==> src/rtl/core/apt_pkg.sv <==
package apt_pkg;

    // default timer width in bits
    localparam int TIME_BITS_DEF = 24;

    // widths of the item fields and registers
    localparam int EL_W    = 16;
    localparam int LOOP_W  = 16;
    localparam int LVL_W   = 24;
    localparam int TOTAL_W = 17;
    localparam int CNT_W   = 16;
    localparam int IDX_W   = 3;

    // phase codes
    typedef enum logic [3:0] {
        PH_IDLE     = 4'd0,
        PH_LIGHT    = 4'd1,
        PH_MEDIUM   = 4'd2,
        PH_HIGH     = 4'd3,
        PH_PEAK     = 4'd4,
        PH_DECAY    = 4'd5,
        PH_SLEEP    = 4'd6,
        PH_LINKERR  = 4'd7,
        PH_FALLBACK = 4'd8
    } t_phase;

    // scene codes
    localparam logic [1:0] SC_NORMAL   = 2'd0;
    localparam logic [1:0] SC_SLEEP    = 2'd1;
    localparam logic [1:0] SC_LINKERR  = 2'd2;
    localparam logic [1:0] SC_FALLBACK = 2'd3;

    // register indexes
    localparam logic [2:0] CFG_LOOP_PERIOD  = 3'd0;
    localparam logic [2:0] CFG_TYP_MEDIUM   = 3'd1;
    localparam logic [2:0] CFG_TYP_HIGH     = 3'd2;
    localparam logic [2:0] CFG_TYP_PEAK     = 3'd3;
    localparam logic [2:0] CFG_DEC_MEDIUM   = 3'd4;
    localparam logic [2:0] CFG_DEC_LIGHT    = 3'd5;
    localparam logic [2:0] CFG_DEC_IDLE     = 3'd6;
    localparam logic [2:0] CFG_SLEEP        = 3'd7;

    // configuration set
    typedef struct packed {
        logic [LOOP_W-1:0] loop_period;
        logic [LVL_W-1:0]  typ_medium;
        logic [LVL_W-1:0]  typ_high;
        logic [LVL_W-1:0]  typ_peak;
        logic [LVL_W-1:0]  dec_medium;
        logic [LVL_W-1:0]  dec_light;
        logic [LVL_W-1:0]  dec_idle;
        logic [LVL_W-1:0]  sleep;
    } t_cfg;

    // sequencer states
    typedef enum logic [1:0] {
        SQ_IDLE = 2'd0,
        SQ_WAIT = 2'd1,
        SQ_DONE = 2'd2
    } t_seq_state;

endpackage

==> src/rtl/core/activity_phase_tracker_unit.sv <==
// Activity phase tracker.
// One input item per display tick on the s_axis channel: elapsed ms, scene,
// typing flag and display side. Each item yields exactly one result on the
// m_axis channel: phase, frame-wanted flag, tick count and scene-entry flag.
// The user must write registers through the i_cfg_* port only while no item is
// in flight; the block does not enforce this. A write lands at the clock edge
// where i_cfg_we is high. The loop accumulator remainder comes from a
// restoring remainder unit that retires one of the 17 dividend bits per
// cycle; the sequencer waits in SQ_WAIT for its done flag, then commits
// the result from SQ_DONE. A new item is not taken before the last one is
// through; s_axis_tready is high only while the sequencer is idle.
// The result sits in an output register, so a new item is taken while a
// finished result still waits. If the receiver stalls with a result already
// held, the next item waits at its final step until the register frees.
// Reset (synchronous, active low) returns the phase to idle, clears timers,
// accumulator and tick count, and loads the register defaults.
// A change of side clears all tracking state before that tick is processed.
module activity_phase_tracker_unit #(
    parameter int TIME_BITS = apt_pkg::TIME_BITS_DEF
) (
    input  logic        i_clk,
    input  logic        i_rst_n,
    // elapsed[15:0], scene[17:16], typing_active[18], side[19], zero[23:20]
    input  logic [23:0] s_axis_tdata,
    input  logic        s_axis_tvalid,
    output logic        s_axis_tready,
    // phase_now[3:0], frame_wanted[4], tick_count[20:5], scene_entered[21], zero[23:22]
    output logic [23:0] m_axis_tdata,
    output logic        m_axis_tvalid,
    input  logic        m_axis_tready,
    input  logic        i_cfg_we,
    input  logic [2:0]  i_cfg_idx,
    input  logic [23:0] i_cfg_data
);

    apt_pkg::t_cfg                  r_cfg;
    apt_pkg::t_seq_state            r_state, n_state;
    apt_pkg::t_phase                r_phase;
    logic [1:0]                     r_scene_reg;
    logic                           r_side_reg;
    logic [TIME_BITS-1:0]           r_typ, r_dec, r_idle;
    logic [apt_pkg::LOOP_W-1:0]     r_loop;
    logic [apt_pkg::CNT_W-1:0]      r_frame;

    // latched item
    logic [apt_pkg::EL_W-1:0]       r_el;
    logic [1:0]                     r_scene_in;
    logic                           r_typing_in;
    logic [apt_pkg::TOTAL_W-1:0]    r_total;

    // output register
    logic [23:0]                    r_out_data;
    logic                           r_out_valid;

    logic                           w_accept;
    logic                           w_commit;
    logic                           w_side_chg;
    logic [apt_pkg::TOTAL_W-1:0]    w_total;
    logic                           w_mod_done;
    logic [apt_pkg::LOOP_W-1:0]     w_rem;
    apt_pkg::t_phase                w_phase;
    logic [TIME_BITS-1:0]           w_typ, w_dec, w_idle;
    logic [apt_pkg::LOOP_W-1:0]     w_loop;
    logic                           w_want, w_changed;
    logic [apt_pkg::CNT_W-1:0]      w_frame;

    assign w_accept   = s_axis_tvalid && s_axis_tready;
    assign w_side_chg = (s_axis_tdata[19] != r_side_reg);
    // accumulator sum; a side change clears the accumulator first
    assign w_total    = apt_pkg::TOTAL_W'(w_side_chg ? '0 : r_loop) +
                        apt_pkg::TOTAL_W'(s_axis_tdata[15:0]);
    assign w_frame    = r_frame + 1'b1;

    // sequencer
    always_ff @(posedge i_clk) begin
        if (!i_rst_n) begin
            r_state <= apt_pkg::SQ_IDLE;
        end else begin
            r_state <= n_state;
        end
    end

    always_comb begin
        n_state       = r_state;
        s_axis_tready = 1'b0;
        w_commit      = 1'b0;
        case (r_state)
            apt_pkg::SQ_IDLE: begin
                s_axis_tready = 1'b1;
                if (s_axis_tvalid) begin
                    n_state = apt_pkg::SQ_WAIT;
                end
            end
            apt_pkg::SQ_WAIT: begin
                if (w_mod_done) begin
                    n_state = apt_pkg::SQ_DONE;
                end
            end
            apt_pkg::SQ_DONE: begin
                if (!r_out_valid || m_axis_tready) begin
                    w_commit = 1'b1;
                    n_state  = apt_pkg::SQ_IDLE;
                end
            end
            default: n_state = apt_pkg::SQ_IDLE;
        endcase
    end

    // configuration registers
    always_ff @(posedge i_clk) begin
        if (!i_rst_n) begin
            r_cfg.loop_period <= 16'd1000;
            r_cfg.typ_medium  <= 24'd1000;
            r_cfg.typ_high    <= 24'd2000;
            r_cfg.typ_peak    <= 24'd4000;
            r_cfg.dec_medium  <= 24'd2000;
            r_cfg.dec_light   <= 24'd4000;
            r_cfg.dec_idle    <= 24'd6000;
            r_cfg.sleep       <= 24'd30000;
        end else if (i_cfg_we) begin
            case (i_cfg_idx)
                apt_pkg::CFG_LOOP_PERIOD: r_cfg.loop_period <= i_cfg_data[15:0];
                apt_pkg::CFG_TYP_MEDIUM:  r_cfg.typ_medium  <= i_cfg_data;
                apt_pkg::CFG_TYP_HIGH:    r_cfg.typ_high    <= i_cfg_data;
                apt_pkg::CFG_TYP_PEAK:    r_cfg.typ_peak    <= i_cfg_data;
                apt_pkg::CFG_DEC_MEDIUM:  r_cfg.dec_medium  <= i_cfg_data;
                apt_pkg::CFG_DEC_LIGHT:   r_cfg.dec_light   <= i_cfg_data;
                apt_pkg::CFG_DEC_IDLE:    r_cfg.dec_idle    <= i_cfg_data;
                apt_pkg::CFG_SLEEP:       r_cfg.sleep       <= i_cfg_data;
                default: ;
            endcase
        end
    end

    // latch the item on acceptance
    always_ff @(posedge i_clk) begin
        if (w_accept) begin
            r_el        <= s_axis_tdata[15:0];
            r_scene_in  <= s_axis_tdata[17:16];
            r_typing_in <= s_axis_tdata[18];
            r_total     <= w_total;
        end
    end

    // tracking state: side change clears at acceptance, update at commit
    always_ff @(posedge i_clk) begin
        if (!i_rst_n) begin
            r_phase     <= apt_pkg::PH_IDLE;
            r_scene_reg <= apt_pkg::SC_NORMAL;
            r_side_reg  <= 1'b0;
            r_typ       <= '0;
            r_dec       <= '0;
            r_idle      <= '0;
            r_loop      <= '0;
            r_frame     <= '0;
        end else if (w_accept && w_side_chg) begin
            r_phase     <= apt_pkg::PH_IDLE;
            r_scene_reg <= apt_pkg::SC_NORMAL;
            r_side_reg  <= s_axis_tdata[19];
            r_typ       <= '0;
            r_dec       <= '0;
            r_idle      <= '0;
            r_loop      <= '0;
            r_frame     <= '0;
        end else if (w_commit) begin
            r_phase     <= w_phase;
            r_scene_reg <= r_scene_in;
            r_typ       <= w_typ;
            r_dec       <= w_dec;
            r_idle      <= w_idle;
            r_loop      <= w_loop;
            r_frame     <= w_frame;
        end
    end

    // output register
    always_ff @(posedge i_clk) begin
        if (!i_rst_n) begin
            r_out_valid <= 1'b0;
        end else if (w_commit) begin
            r_out_valid <= 1'b1;
        end else if (m_axis_tready) begin
            r_out_valid <= 1'b0;
        end
    end

    always_ff @(posedge i_clk) begin
        if (w_commit) begin
            r_out_data <= {2'b00, w_changed, w_frame, w_want, w_phase};
        end
    end

    assign m_axis_tdata  = r_out_data;
    assign m_axis_tvalid = r_out_valid;

    apt_mod u_mod (
        .i_clk      (i_clk),
        .i_rst_n    (i_rst_n),
        .i_start    (w_accept),
        .i_dividend (w_total),
        .i_divisor  (r_cfg.loop_period),
        .o_done     (w_mod_done),
        .o_rem      (w_rem)
    );

    apt_phase #(
        .TIME_BITS (TIME_BITS)
    ) u_phase (
        .i_cfg       (r_cfg),
        .i_phase     (r_phase),
        .i_scene_reg (r_scene_reg),
        .i_scene     (r_scene_in),
        .i_typing    (r_typing_in),
        .i_el        (r_el),
        .i_total     (r_total),
        .i_rem       (w_rem),
        .i_loop      (r_loop),
        .i_typ       (r_typ),
        .i_dec       (r_dec),
        .i_idle      (r_idle),
        .o_phase     (w_phase),
        .o_typ       (w_typ),
        .o_dec       (w_dec),
        .o_idle      (w_idle),
        .o_loop      (w_loop),
        .o_want      (w_want),
        .o_changed   (w_changed)
    );

endmodule

==> src/rtl/core/apt_mod.sv <==
// Restoring remainder unit: one dividend bit per cycle
module apt_mod (
    input  logic                           i_clk,
    input  logic                           i_rst_n,
    input  logic                           i_start,
    input  logic [apt_pkg::TOTAL_W-1:0]    i_dividend,
    input  logic [apt_pkg::LOOP_W-1:0]     i_divisor,
    output logic                           o_done,
    output logic [apt_pkg::LOOP_W-1:0]     o_rem
);

    localparam int CW = $clog2(apt_pkg::TOTAL_W + 1);

    logic [apt_pkg::TOTAL_W-1:0] r_num;
    logic [apt_pkg::LOOP_W-1:0]  r_rem;
    logic [CW-1:0]               r_cnt;
    logic                        r_busy;
    logic                        r_done;
    logic [apt_pkg::LOOP_W:0]    w_shift;
    logic [apt_pkg::LOOP_W:0]    w_sub;

    // shift in next bit, trial subtract
    always_comb begin
        w_shift = {r_rem, r_num[apt_pkg::TOTAL_W-1]};
        w_sub   = w_shift - {1'b0, i_divisor};
    end

    always_ff @(posedge i_clk) begin
        if (!i_rst_n) begin
            r_busy <= 1'b0;
            r_done <= 1'b0;
            r_cnt  <= '0;
        end else begin
            r_done <= 1'b0;
            if (i_start) begin
                r_busy <= 1'b1;
                r_cnt  <= CW'(apt_pkg::TOTAL_W);
            end else if (r_busy) begin
                r_cnt <= r_cnt - 1'b1;
                if (r_cnt == CW'(1)) begin
                    r_busy <= 1'b0;
                    r_done <= 1'b1;
                end
            end
        end
    end

    // datapath
    always_ff @(posedge i_clk) begin
        if (i_start) begin
            r_num <= i_dividend;
            r_rem <= '0;
        end else if (r_busy) begin
            r_num <= {r_num[apt_pkg::TOTAL_W-2:0], 1'b0};
            if (w_shift >= {1'b0, i_divisor}) begin
                r_rem <= w_sub[apt_pkg::LOOP_W-1:0];
            end else begin
                r_rem <= w_shift[apt_pkg::LOOP_W-1:0];
            end
        end
    end

    assign o_done = r_done;
    assign o_rem  = r_rem;

endmodule

==> src/rtl/core/apt_phase.sv <==
// Next-state logic for phase, timers and loop accumulator
module apt_phase #(
    parameter int TIME_BITS = apt_pkg::TIME_BITS_DEF
) (
    input  apt_pkg::t_cfg                  i_cfg,
    input  apt_pkg::t_phase                i_phase,
    input  logic [1:0]                     i_scene_reg,
    input  logic [1:0]                     i_scene,
    input  logic                           i_typing,
    input  logic [apt_pkg::EL_W-1:0]       i_el,
    input  logic [apt_pkg::TOTAL_W-1:0]    i_total,
    input  logic [apt_pkg::LOOP_W-1:0]     i_rem,
    input  logic [apt_pkg::LOOP_W-1:0]     i_loop,
    input  logic [TIME_BITS-1:0]           i_typ,
    input  logic [TIME_BITS-1:0]           i_dec,
    input  logic [TIME_BITS-1:0]           i_idle,
    output apt_pkg::t_phase                o_phase,
    output logic [TIME_BITS-1:0]           o_typ,
    output logic [TIME_BITS-1:0]           o_dec,
    output logic [TIME_BITS-1:0]           o_idle,
    output logic [apt_pkg::LOOP_W-1:0]     o_loop,
    output logic                           o_want,
    output logic                           o_changed
);

    localparam int CW = (TIME_BITS > apt_pkg::LVL_W) ? TIME_BITS : apt_pkg::LVL_W;

    logic [TIME_BITS:0]   w_typ_sum, w_dec_sum, w_idle_sum;
    logic [TIME_BITS-1:0] w_typ_sat, w_dec_sat, w_idle_sat;
    logic                 w_boundary;
    logic                 w_was_typing;

    // saturating timer adds
    always_comb begin
        w_typ_sum  = {1'b0, i_typ}  + (TIME_BITS+1)'(i_el);
        w_dec_sum  = {1'b0, i_dec}  + (TIME_BITS+1)'(i_el);
        w_idle_sum = {1'b0, i_idle} + (TIME_BITS+1)'(i_el);
        w_typ_sat  = w_typ_sum[TIME_BITS]  ? '1 : w_typ_sum[TIME_BITS-1:0];
        w_dec_sat  = w_dec_sum[TIME_BITS]  ? '1 : w_dec_sum[TIME_BITS-1:0];
        w_idle_sat = w_idle_sum[TIME_BITS] ? '1 : w_idle_sum[TIME_BITS-1:0];
    end

    always_comb begin
        // zero period: every tick is a boundary, accumulator held
        w_boundary   = (i_cfg.loop_period == '0) ||
                       (i_total >= apt_pkg::TOTAL_W'(i_cfg.loop_period));
        w_was_typing = (i_phase inside {[apt_pkg::PH_LIGHT:apt_pkg::PH_PEAK]});
        o_changed    = (i_scene_reg != i_scene);

        o_phase = i_phase;
        o_typ   = i_typ;
        o_dec   = i_dec;
        o_idle  = i_idle;
        o_loop  = (i_cfg.loop_period == '0) ? i_loop : i_rem;

        if (o_changed) begin
            o_typ  = '0;
            o_dec  = '0;
            o_idle = '0;
            o_loop = '0;
        end

        if (i_scene != apt_pkg::SC_NORMAL) begin
            case (i_scene)
                apt_pkg::SC_SLEEP:   o_phase = apt_pkg::PH_SLEEP;
                apt_pkg::SC_LINKERR: o_phase = apt_pkg::PH_LINKERR;
                default:             o_phase = apt_pkg::PH_FALLBACK;
            endcase
            o_typ  = '0;
            o_dec  = '0;
            o_idle = '0;
        end else if (i_typing) begin
            // climb with the typing time
            if (!w_was_typing) begin
                o_typ  = '0;
                o_loop = '0;
            end else begin
                o_typ = w_typ_sat;
            end
            o_dec  = '0;
            o_idle = '0;
            if (CW'(o_typ) >= CW'(i_cfg.typ_peak)) begin
                o_phase = apt_pkg::PH_PEAK;
            end else if (CW'(o_typ) >= CW'(i_cfg.typ_high)) begin
                o_phase = apt_pkg::PH_HIGH;
            end else if (CW'(o_typ) >= CW'(i_cfg.typ_medium)) begin
                o_phase = apt_pkg::PH_MEDIUM;
            end else begin
                o_phase = apt_pkg::PH_LIGHT;
            end
        end else if (w_was_typing || i_phase == apt_pkg::PH_DECAY) begin
            // step down towards idle at a loop boundary; peak and high both drop to medium
            o_typ  = '0;
            o_dec  = w_dec_sat;
            o_idle = '0;
            if ((i_phase == apt_pkg::PH_PEAK || i_phase == apt_pkg::PH_HIGH) &&
                CW'(w_dec_sat) >= CW'(i_cfg.dec_medium) && w_boundary) begin
                o_phase = apt_pkg::PH_MEDIUM;
            end else if (i_phase == apt_pkg::PH_MEDIUM &&
                         CW'(w_dec_sat) >= CW'(i_cfg.dec_light) && w_boundary) begin
                o_phase = apt_pkg::PH_LIGHT;
            end else if (i_phase == apt_pkg::PH_LIGHT &&
                         CW'(w_dec_sat) >= CW'(i_cfg.dec_idle) && w_boundary) begin
                o_phase = apt_pkg::PH_IDLE;
                o_dec   = '0;
            end else begin
                o_phase = i_phase;
            end
        end else if (i_phase == apt_pkg::PH_SLEEP) begin
            o_typ   = '0;
            o_dec   = '0;
            o_phase = apt_pkg::PH_SLEEP;
        end else begin
            // idle, count towards sleep
            o_typ   = '0;
            o_dec   = '0;
            o_idle  = w_idle_sat;
            o_phase = (CW'(w_idle_sat) >= CW'(i_cfg.sleep)) ? apt_pkg::PH_SLEEP
                                                             : apt_pkg::PH_IDLE;
        end

        o_want = (i_scene == apt_pkg::SC_NORMAL) && (o_phase != apt_pkg::PH_SLEEP) &&
                 (o_phase != apt_pkg::PH_LINKERR) && (o_phase != apt_pkg::PH_FALLBACK);
    end

endmodule
==> config.mk <==
export PLATFORM = sky130hd
export DESIGN_NAME = activity_phase_tracker_unit
export DESIGN_NICKNAME = d
export VERILOG_FILES = /design/src/rtl/core/apt_pkg.sv /design/src/rtl/core/activity_phase_tracker_unit.sv /design/src/rtl/core/apt_mod.sv /design/src/rtl/core/apt_phase.sv
export SDC_FILE = /design/constraint.sdc
export NUM_CORES = 1
export LEC_CHECK = 0
export BUFFER_PORTS_ARGS = -buffer_cell sky130_fd_sc_hd__buf_4
export CORE_MARGIN = 5
export CORE_UTILIZATION = 30
export CTS_BUF_LIST = sky130_fd_sc_hd__clkbuf_4
export CTS_CLUSTER_SIZE = 12
export DETAILED_ROUTE_END_ITERATION = 8
export GPL_TIMING_DRIVEN = 1
export SETUP_SLACK_MARGIN = 0.02
export SYNTH_ARGS = -nofsm -noshare
export SYNTH_HDL_FRONTEND = slang
export SYNTH_SLANG_ARGS = --single-unit
==> constraint.sdc <==
create_clock -name i_clk -period 5.5 [get_ports i_clk]
set_input_delay 0.275 -clock i_clk [delete_from_list [all_inputs] [get_ports i_clk]]
set_output_delay 0.275 -clock i_clk [all_outputs]
set_load 0.02 [all_outputs]
# [Yosys cells after proc, flatten, opt, wreduce, memory -nomap -nowiden]
# Cells that the tools add are included.
[op_classes] mux=55 reduce_logical=37 order_cmp=11 n_bitwise=2 addsub=7 n_eq_ne=27
[op_table] op="24-bit 2-to-1 mux" n=19
[op_table] op="24-bit greater-or-equal comparator" n=7
[op_table] op="16-bit 2-to-1 mux" n=7
[op_table] op="24-bit by 16-bit adder with 25-bit output" n=3
[op_table] op="4-bit 2-to-1 mux" n=9
[op_table] op="17-bit by 16-bit greater-or-equal comparator with 1-bit output" n=2
[op_table] op="17-bit 2-to-1 mux" n=2
[op_table] op="2-bit AND reduction" n=9
[op_table] op="16-bit by 16-bit adder with 17-bit output" n=1
[op_table] op="16-bit by 1-bit adder with 16-bit output (second input constant)" n=1
[op_table] op="16-bit logical NOT" n=1
[op_table] op="16-bit subtractor" n=1
[op_table] op="3-bit == test (second input constant)" n=4
[op_table] op="4-bit by 3-bit == test with 1-bit output (second input constant)" n=3
[op_table] op="1-bit logical AND" n=12
[op_table] op="5-bit 2-to-1 mux" n=2
[op_table] op="1-bit 2-to-1 mux" n=9
[op_table] op="4-bit by 2-bit == test with 1-bit output (second input constant)" n=2
[op_table] op="2-bit 2-to-1 mux" n=4
[op_table] op="4-bit by 3-bit inequality test with 1-bit output (second input constant)" n=2
[op_table] op="4-bit one-hot mux with 2 select lines" n=1
[op_table] op="3-bit by 2-bit == test with 1-bit output (second input constant)" n=2
[op_table] op="2-bit one-hot mux with 3 select lines" n=1
[op_table] op="2-bit nonzero test" n=3
[op_table] op="other kinds (23)" n=32
[totals] output_inout_bits=26 register_bits=396 elab_cells=168

# [Depth between registers and ports, before layout]
[logic_depth] ltp_word=15 ltp_mapped=23 mapped_depth_nobuf=22

# [Modules after synthesis]
# Synthesis repeated with hierarchy kept, for this count alone.
[unflattened] cells_unflattened=3126 hier_area_um2=25361.8
[modules_own_cells] module="activity_phase_tracker_unit" cells_each=1539 instances=1 area_each_um2=13718.2
[modules_own_cells] module="apt_phase" cells_each=1288 instances=1 area_each_um2=8919.8
[modules_own_cells] module="apt_mod" cells_each=299 instances=1 area_each_um2=2723.9

# [Worst setup path after synthesis]
# OpenSTA, ideal clock, no wires.
[synth_path] path_kind="reg-to-reg" start="register r_el[0] in the netlist's numbering" end="register r_dec[16]" arrival_time_ns=4.606 period_less_slack_ns=4.681 path_stages_with_launch=23 slack_ns=0.819 setup_ns=0.074 path_cell_list="edfxtp_1 > ha_1 > fa_1 > a211o_1 > a211oi_2 > o21bai_2 > o21a_1 > a31o_1 > buf_6 > nand3_2 > buf_2 > nand2_1 > ha_1 > a211oi_1 > o21bai_1 > a211oi_1 > o21bai_1 > a221o_1 > a211oi_2 > o211a_1 > buf_4 > nand3_1 > a31oi_1"
[synth_between] elab_chain_len=11 elab_cells_between_ends=17 classes_between="add/sub: 1; order compare: 3; mux: 7; reduce/logical: 6"
[synth_rtl] element="from (decl)" line_no="activity_phase_tracker_unit.sv:46" text="logic [apt_pkg::EL_W-1:0] r_el;"
[synth_rtl] element="from (signal assigned)" line_no="activity_phase_tracker_unit.sv:138" text="r_el <= s_axis_tdata[15:0];"
[synth_rtl] element="24-bit by 16-bit adder with 25-bit output (*)" line_no="apt_phase.sv:36" text="w_dec_sum = {1'b0, i_dec} + (TIME_BITS+1)'(i_el);"
[synth_rtl] element="24-bit 2-to-1 mux (*)" line_no="apt_phase.sv:39" text="w_dec_sat = w_dec_sum[TIME_BITS] ? '1 : w_dec_sum[TIME_BITS-1:0];"
[synth_rtl] element="24-bit greater-or-equal comparator" line_no="apt_phase.sv:103" text="CW'(w_dec_sat) >= CW'(i_cfg.dec_idle) && w_boundary) begin"
[synth_rtl] element="1-bit logical AND" line_no="apt_phase.sv:102" text="end else if (i_phase == apt_pkg::PH_LIGHT &&"
[synth_rtl] element="1-bit logical AND" line_no="apt_phase.sv:103"
[synth_rtl] element="24-bit 2-to-1 mux" line_no="apt_phase.sv:102"
[synth_rtl] element="24-bit 2-to-1 mux" line_no="apt_phase.sv:99" text="end else if (i_phase == apt_pkg::PH_MEDIUM &&"
[synth_rtl] element="24-bit 2-to-1 mux (*)" line_no="apt_phase.sv:96" text="if ((i_phase == apt_pkg::PH_PEAK || i_phase == apt_pkg::PH_HIGH) &&"
[synth_rtl] element="24-bit 2-to-1 mux (*)" line_no="apt_phase.sv:91" text="end else if (w_was_typing || i_phase == apt_pkg::PH_DECAY) begin"
[synth_rtl] element="24-bit 2-to-1 mux (*)" line_no="apt_phase.sv:72" text="end else if (i_typing) begin"
[synth_rtl] element="24-bit 2-to-1 mux (*)" line_no="apt_phase.sv:63" text="if (i_scene != apt_pkg::SC_NORMAL) begin"
[synth_rtl] element="to (signal assigned)" line_no="activity_phase_tracker_unit.sv:169" text="r_dec <= w_dec;"
[synth_rtl] element="to (decl)" line_no="activity_phase_tracker_unit.sv:41" text="logic [TIME_BITS-1:0] r_typ, r_dec, r_idle;"
# Every way passes the cells marked *; elsewhere a longest branch is shown, timed or not.
# A chain may end at the register's enable or synchronous reset.

# [Worst setup path after layout]
[layout_path] start="register r_el[0] in the netlist's numbering" end="register r_out_data[4] (netlist: m_axis_tdata[4]) (data pin)"
[layout_between] elab_chain_len=15 elab_cells_between_ends=39 classes_between="add/sub: 3; order compare: 7; eq/ne: 3; mux: 17; reduce/logical: 9"
[layout_rtl] element="24-bit by 16-bit adder with 25-bit output, on equally long branches" line_no="apt_phase.sv:35, apt_phase.sv:36"
[layout_rtl] element="24-bit 2-to-1 mux, on equally long branches" line_no="apt_phase.sv:38, apt_phase.sv:39"
[layout_rtl] element="24-bit 2-to-1 mux / 24-bit greater-or-equal comparator (equally long branches)" line_no="apt_phase.sv:74, apt_phase.sv:103"
[layout_rtl] element="24-bit 2-to-1 mux / 1-bit logical AND (equally long branches)" line_no="apt_phase.sv:72, apt_phase.sv:102"
[layout_rtl] element="24-bit 2-to-1 mux / 1-bit logical AND (equally long branches)" line_no="apt_phase.sv:63, apt_phase.sv:103"
[layout_rtl] element="24-bit greater-or-equal comparator / 4-bit 2-to-1 mux (equally long branches)" line_no="apt_phase.sv:86, apt_phase.sv:102"
[layout_rtl] element="2-bit 2-to-1 mux / 4-bit 2-to-1 mux (equally long branches)" line_no="apt_phase.sv:86, apt_phase.sv:99"
[layout_rtl] element="4-bit 2-to-1 mux, on equally long branches" line_no="apt_phase.sv:84, apt_phase.sv:96"
[layout_rtl] element="4-bit 2-to-1 mux, on equally long branches" line_no="apt_phase.sv:82, apt_phase.sv:91"
[layout_rtl] element="4-bit 2-to-1 mux (*)" line_no="apt_phase.sv:72"
[layout_rtl] element="4-bit 2-to-1 mux (*)" line_no="apt_phase.sv:63"
[layout_rtl] element="4-bit by 3-bit inequality test with 1-bit output" line_no="apt_phase.sv:122" text="o_want = (i_scene == apt_pkg::SC_NORMAL) && (o_phase != apt_pkg::PH_SLEEP) &&"
[layout_rtl] element="1-bit logical AND (2 in a row)" line_no="apt_phase.sv:122"
[layout_rtl] element="1-bit logical AND (*)" line_no="apt_phase.sv:123" text="(o_phase != apt_pkg::PH_LINKERR) && (o_phase != apt_pkg::PH_FALLBACK);"
[layout_rtl] element="net u_phase.o_want" line_no="apt_phase.sv:22" text="output logic o_want,"
[layout_rtl] element="to (signal assigned)" line_no="activity_phase_tracker_unit.sv:189" text="r_out_data <= {2'b00, w_changed, w_frame, w_want, w_phase};"
[layout_rtl] element="to (decl)" line_no="activity_phase_tracker_unit.sv:52" text="logic [23:0] r_out_data;"
# The timed path passes the listed nets; every way through them passes the cells marked *. The select of a mux whose other input is x is not followed.

==> impl_metrics.env <==
export IMPL_drive_gt1_frac=0.1178
export IMPL_cts_sinks=396
export IMPL_vias=20260
export IMPL_post_place_cells=3865
export IMPL_die_area_um2=84970
export IMPL_rsz0062_at_grt="false"
export IMPL_arrival_ps=5780
export IMPL_yosysSeqAreaShare=0.3651
export IMPL_reg2reg_to="m_axis_tdata[4]"
export IMPL_ys_top_cells_by_count="nand2_1 (506), dfxtp_1 (321), ha_1 (269)"
export IMPL_ant_nets=0
export IMPL_top_register="r_cfg"
export IMPL_clock_fmax_mhz=191.9
export IMPL_hold_start="s_axis_tdata[6]"
export IMPL_fp_dieW_um=291.5
export IMPL_reg2reg_from="r_el[0]"
export IMPL_hold_ws_ps=150.3
export IMPL_finalSetupTns_ps=0
export IMPL_drc=0
export IMPL_die_h_um=291.5
export IMPL_cts_buffers_inserted=108
export IMPL_hpwl_um=49180
export IMPL_postSynthCellCount=2826
export IMPL_syn_avg_cell_area_um2=8.412
export IMPL_yosysMostFrequentCell="nand2_1"
export IMPL_io_pins=82
export IMPL_worstMarginPinSlew_ps=1243
export IMPL_status="completed"
export IMPL_synth_adder_area_share=0.1458
export IMPL_final_cells=4125
export IMPL_clockBufferDepth=3
export IMPL_hold_path_class="in2reg"
export IMPL_row_count=103
export IMPL_drtIter0Drc=1333
export IMPL_cp_start_kind="register"
export IMPL_hold_depth=2
export IMPL_synth_area_um2=23770
export IMPL_synthFlopType="dfxtp_1"
export IMPL_grtUsageTotal=0.1566
export IMPL_clk_latency_ps=880
export IMPL_place_congestion=0.8976
export IMPL_r2r_setup_slack_ps=290
export IMPL_grt_pass1_wl_um=106900
export IMPL_cts_tree="built"
export IMPL_h_tree_depth=3
export IMPL_max_slew_margin=0.1649
export IMPL_synth_compound_area_frac=0.2013
export IMPL_start_util=0.3019
export IMPL_syn_to_final_growth_pct=16.10
export IMPL_fill_cells=8204
export IMPL_synthMuxAreaShare=0.01663
export IMPL_final_hold_viol_count=0
export IMPL_io_buffers=75
export IMPL_finClkSkew_ps=68.01
export IMPL_synth_top_area_share=0.2703
export IMPL_period_share=0.9474
export IMPL_synth_warning_count=0
export IMPL_synth_cell_types=86
export IMPL_finalMaxSlewViolations=0
export IMPL_grt_max_degree=83
export IMPL_routed_wl_um=68590
export IMPL_setup_viol=0
export IMPL_grt_pass1_vias=19430
export IMPL_startpoint="r_el[0]"
export IMPL_antenna_found_initial=1
export IMPL_required_ps=6070
export IMPL_cap_violations=0
export IMPL_first_pass_iters=9
export IMPL_rr_worst_depth=21
export IMPL_vias_per_cell=4.912
export IMPL_fin_util=0.3505
export IMPL_cellPowerDensity_nw_per_um2=252.3
export IMPL_end_kind="register"
export IMPL_critPathCapture="m_axis_tdata[4]"
export IMPL_globalRoute_totalOverflow=0
export IMPL_postSynth_asyncResetShare=0
export IMPL_synth_largest_area_cell="dfxtp_1"
export IMPL_finalNetCount=3315
export IMPL_wl_per_cell_um=16.63
export IMPL_synth_simple_area_share=0.1756
export IMPL_synth_edf_count=75
export IMPL_synth_area_leaders="dfxtp_1 (27%), ha_1 (14%), edfxtp_1 (9.5%)"
export IMPL_period_needed_ps=5211
export IMPL_power_leakage_uw=0.01138
export IMPL_ir_drop_mv=0.1437
export IMPL_clockRootBuffer="clkbuf_4"
export IMPL_synthXorXnorAreaFrac=0.03684
export IMPL_synth_seq_cells=396
export IMPL_fp_coreArea_um2=78740
export IMPL_clkSlewWorstSetupHoldPaths_ps=70
export IMPL_synth_top_family_by_area="compound AO/OA/AOI/OAI gates"
export IMPL_crit_fanout=6
export IMPL_largest_register_ff_count=184
export IMPL_crit_type="reg2reg"
==> layout by cell type (no fill, tap or decap), types with 6 or more instances in the layout <==
cell type,count
a22o_1,10
a22oi_1,27
nand2_1,506
xnor2_1,65
nor2b_1,20
nor4_1,13
a211o_1,6
a21oi_1,129
a31oi_1,20
o21bai_1,12
dlygate4sd3_1,54
nand3_1,42
edfxtp_1,75
inv_1,222
or3_1,13
nand4_1,35
ha_1,269
mux2i_1,26
nor2_2,8
xor2_1,35
nor2_1,187
a211oi_1,21
and3_1,16
clkinv_1,25
o21ai_0,135
a21boi_0,142
dfxtp_1,321
a21o_1,39
mux2_2,12
and2_1,23
buf_4,120
nor3_1,25
nand2b_1,32
o21a_1,33
clkbuf_4,165
o211ai_1,59
o31ai_1,6
==> final cells by class <==
cell class,count,area [µm²],share of cell area
repair buffers,176,1481,0.05368
inverters,224,840.8,0.03047
flip-flops and latches,396,8678,0.3144
well taps,1050,1314,0.04760
clock inverters,34,170.2,0.006166
diodes,1,2.502,0.00009067
multi-input cells,2079,13870,0.5027
clock buffers,165,1239,0.04488
==> power by group <==
part / internal (µW) / leakage, µW / switching (µW)
clock network: 1410 / 0.000837 / 1310
logic: 441 / 0.00723 / 633
registers: 3070 / 0.00331 / 95.5
total: 4920 / 0.0114 / 2040
==> layer usage <==
| layer | GRT usage | part of all wire | routed length, µm | vias to the layer above |
|---|---|---|---|---|
| met2 | 0.2530 | 0.45 | 30910 | 432 |
| met5 | 0 | 0 | 0 | - |
| met4 | 0.05484 | 0.030 | 2079 | 0 |
| li1 | - | - | - | 10230 |
| met3 | 0.02785 | 0.048 | 3277 | 118 |
| met1 | 0.2114 | 0.47 | 32320 | 9487 |
==> logic make-up (layout without fill, tap and decap cells) <==
| kind of cell | Yosys count | after routing |
|---|---|---|
| flops | 396 | 396 |
| compound gates | 712 | 712 |
| xor+xnor | 100 | 100 |
| fa+ha+maj | 274 | 274 |
| buf+inv | 352 | 599 |
| simple gates | 953 | 953 |
| other cells | 1 | 3 |
| mux | 38 | 38 |
==> through the flow <==
step / power [µW] / instance area, µm² / setup slack (ps)
after floorplan: 3940 / 23780 / 819.2
final: 6964 / 27600 / 289.2
after global routing: 7347 / 27600 / 2.105
after global placement: 4247 / 25490 / 197.9
after CTS: 7051 / 27440 / 28.56
after detailed placement: 4255 / 25490 / 138.6
==> worst max-delay path: stages, from the launching register on <==
cell      delay, ps
edfxtp_1        460
ha_1            260
fa_1            440
a211oi_2        240
o21a_1          190
o21ai_0         190
a31oi_2         300
o21ai_2          90
buf_4           160
nand2b_1        210
nand2_1          90
o21ai_0         160
nor2_1          120
ha_1            370
nand4_1         140
nor2_1          230
o21ai_0         120
a311o_1         340
a22oi_1         300
buf_4           220
nand2_1         100
o21a_1          180
==> worst min path at each step <==
stage / to / slack (ps)
finish: r_el[6] / 150
global route: r_el[7] / 70
CTS: r_el[12] / 10
detailed placement: r_typ[14] / 450
global placement: r_idle[0] / 450
floorplan: r_el[0] / 370
==> what timing repair did <==
action	CTS	global route
buffers inserted	0	6
hold buffers	54	0
gates resized for setup	0	20
endpoints found under the setup margin	0	31
hold endpoints to repair	244	0
Note: power is estimated with default switching activity, not from simulation.
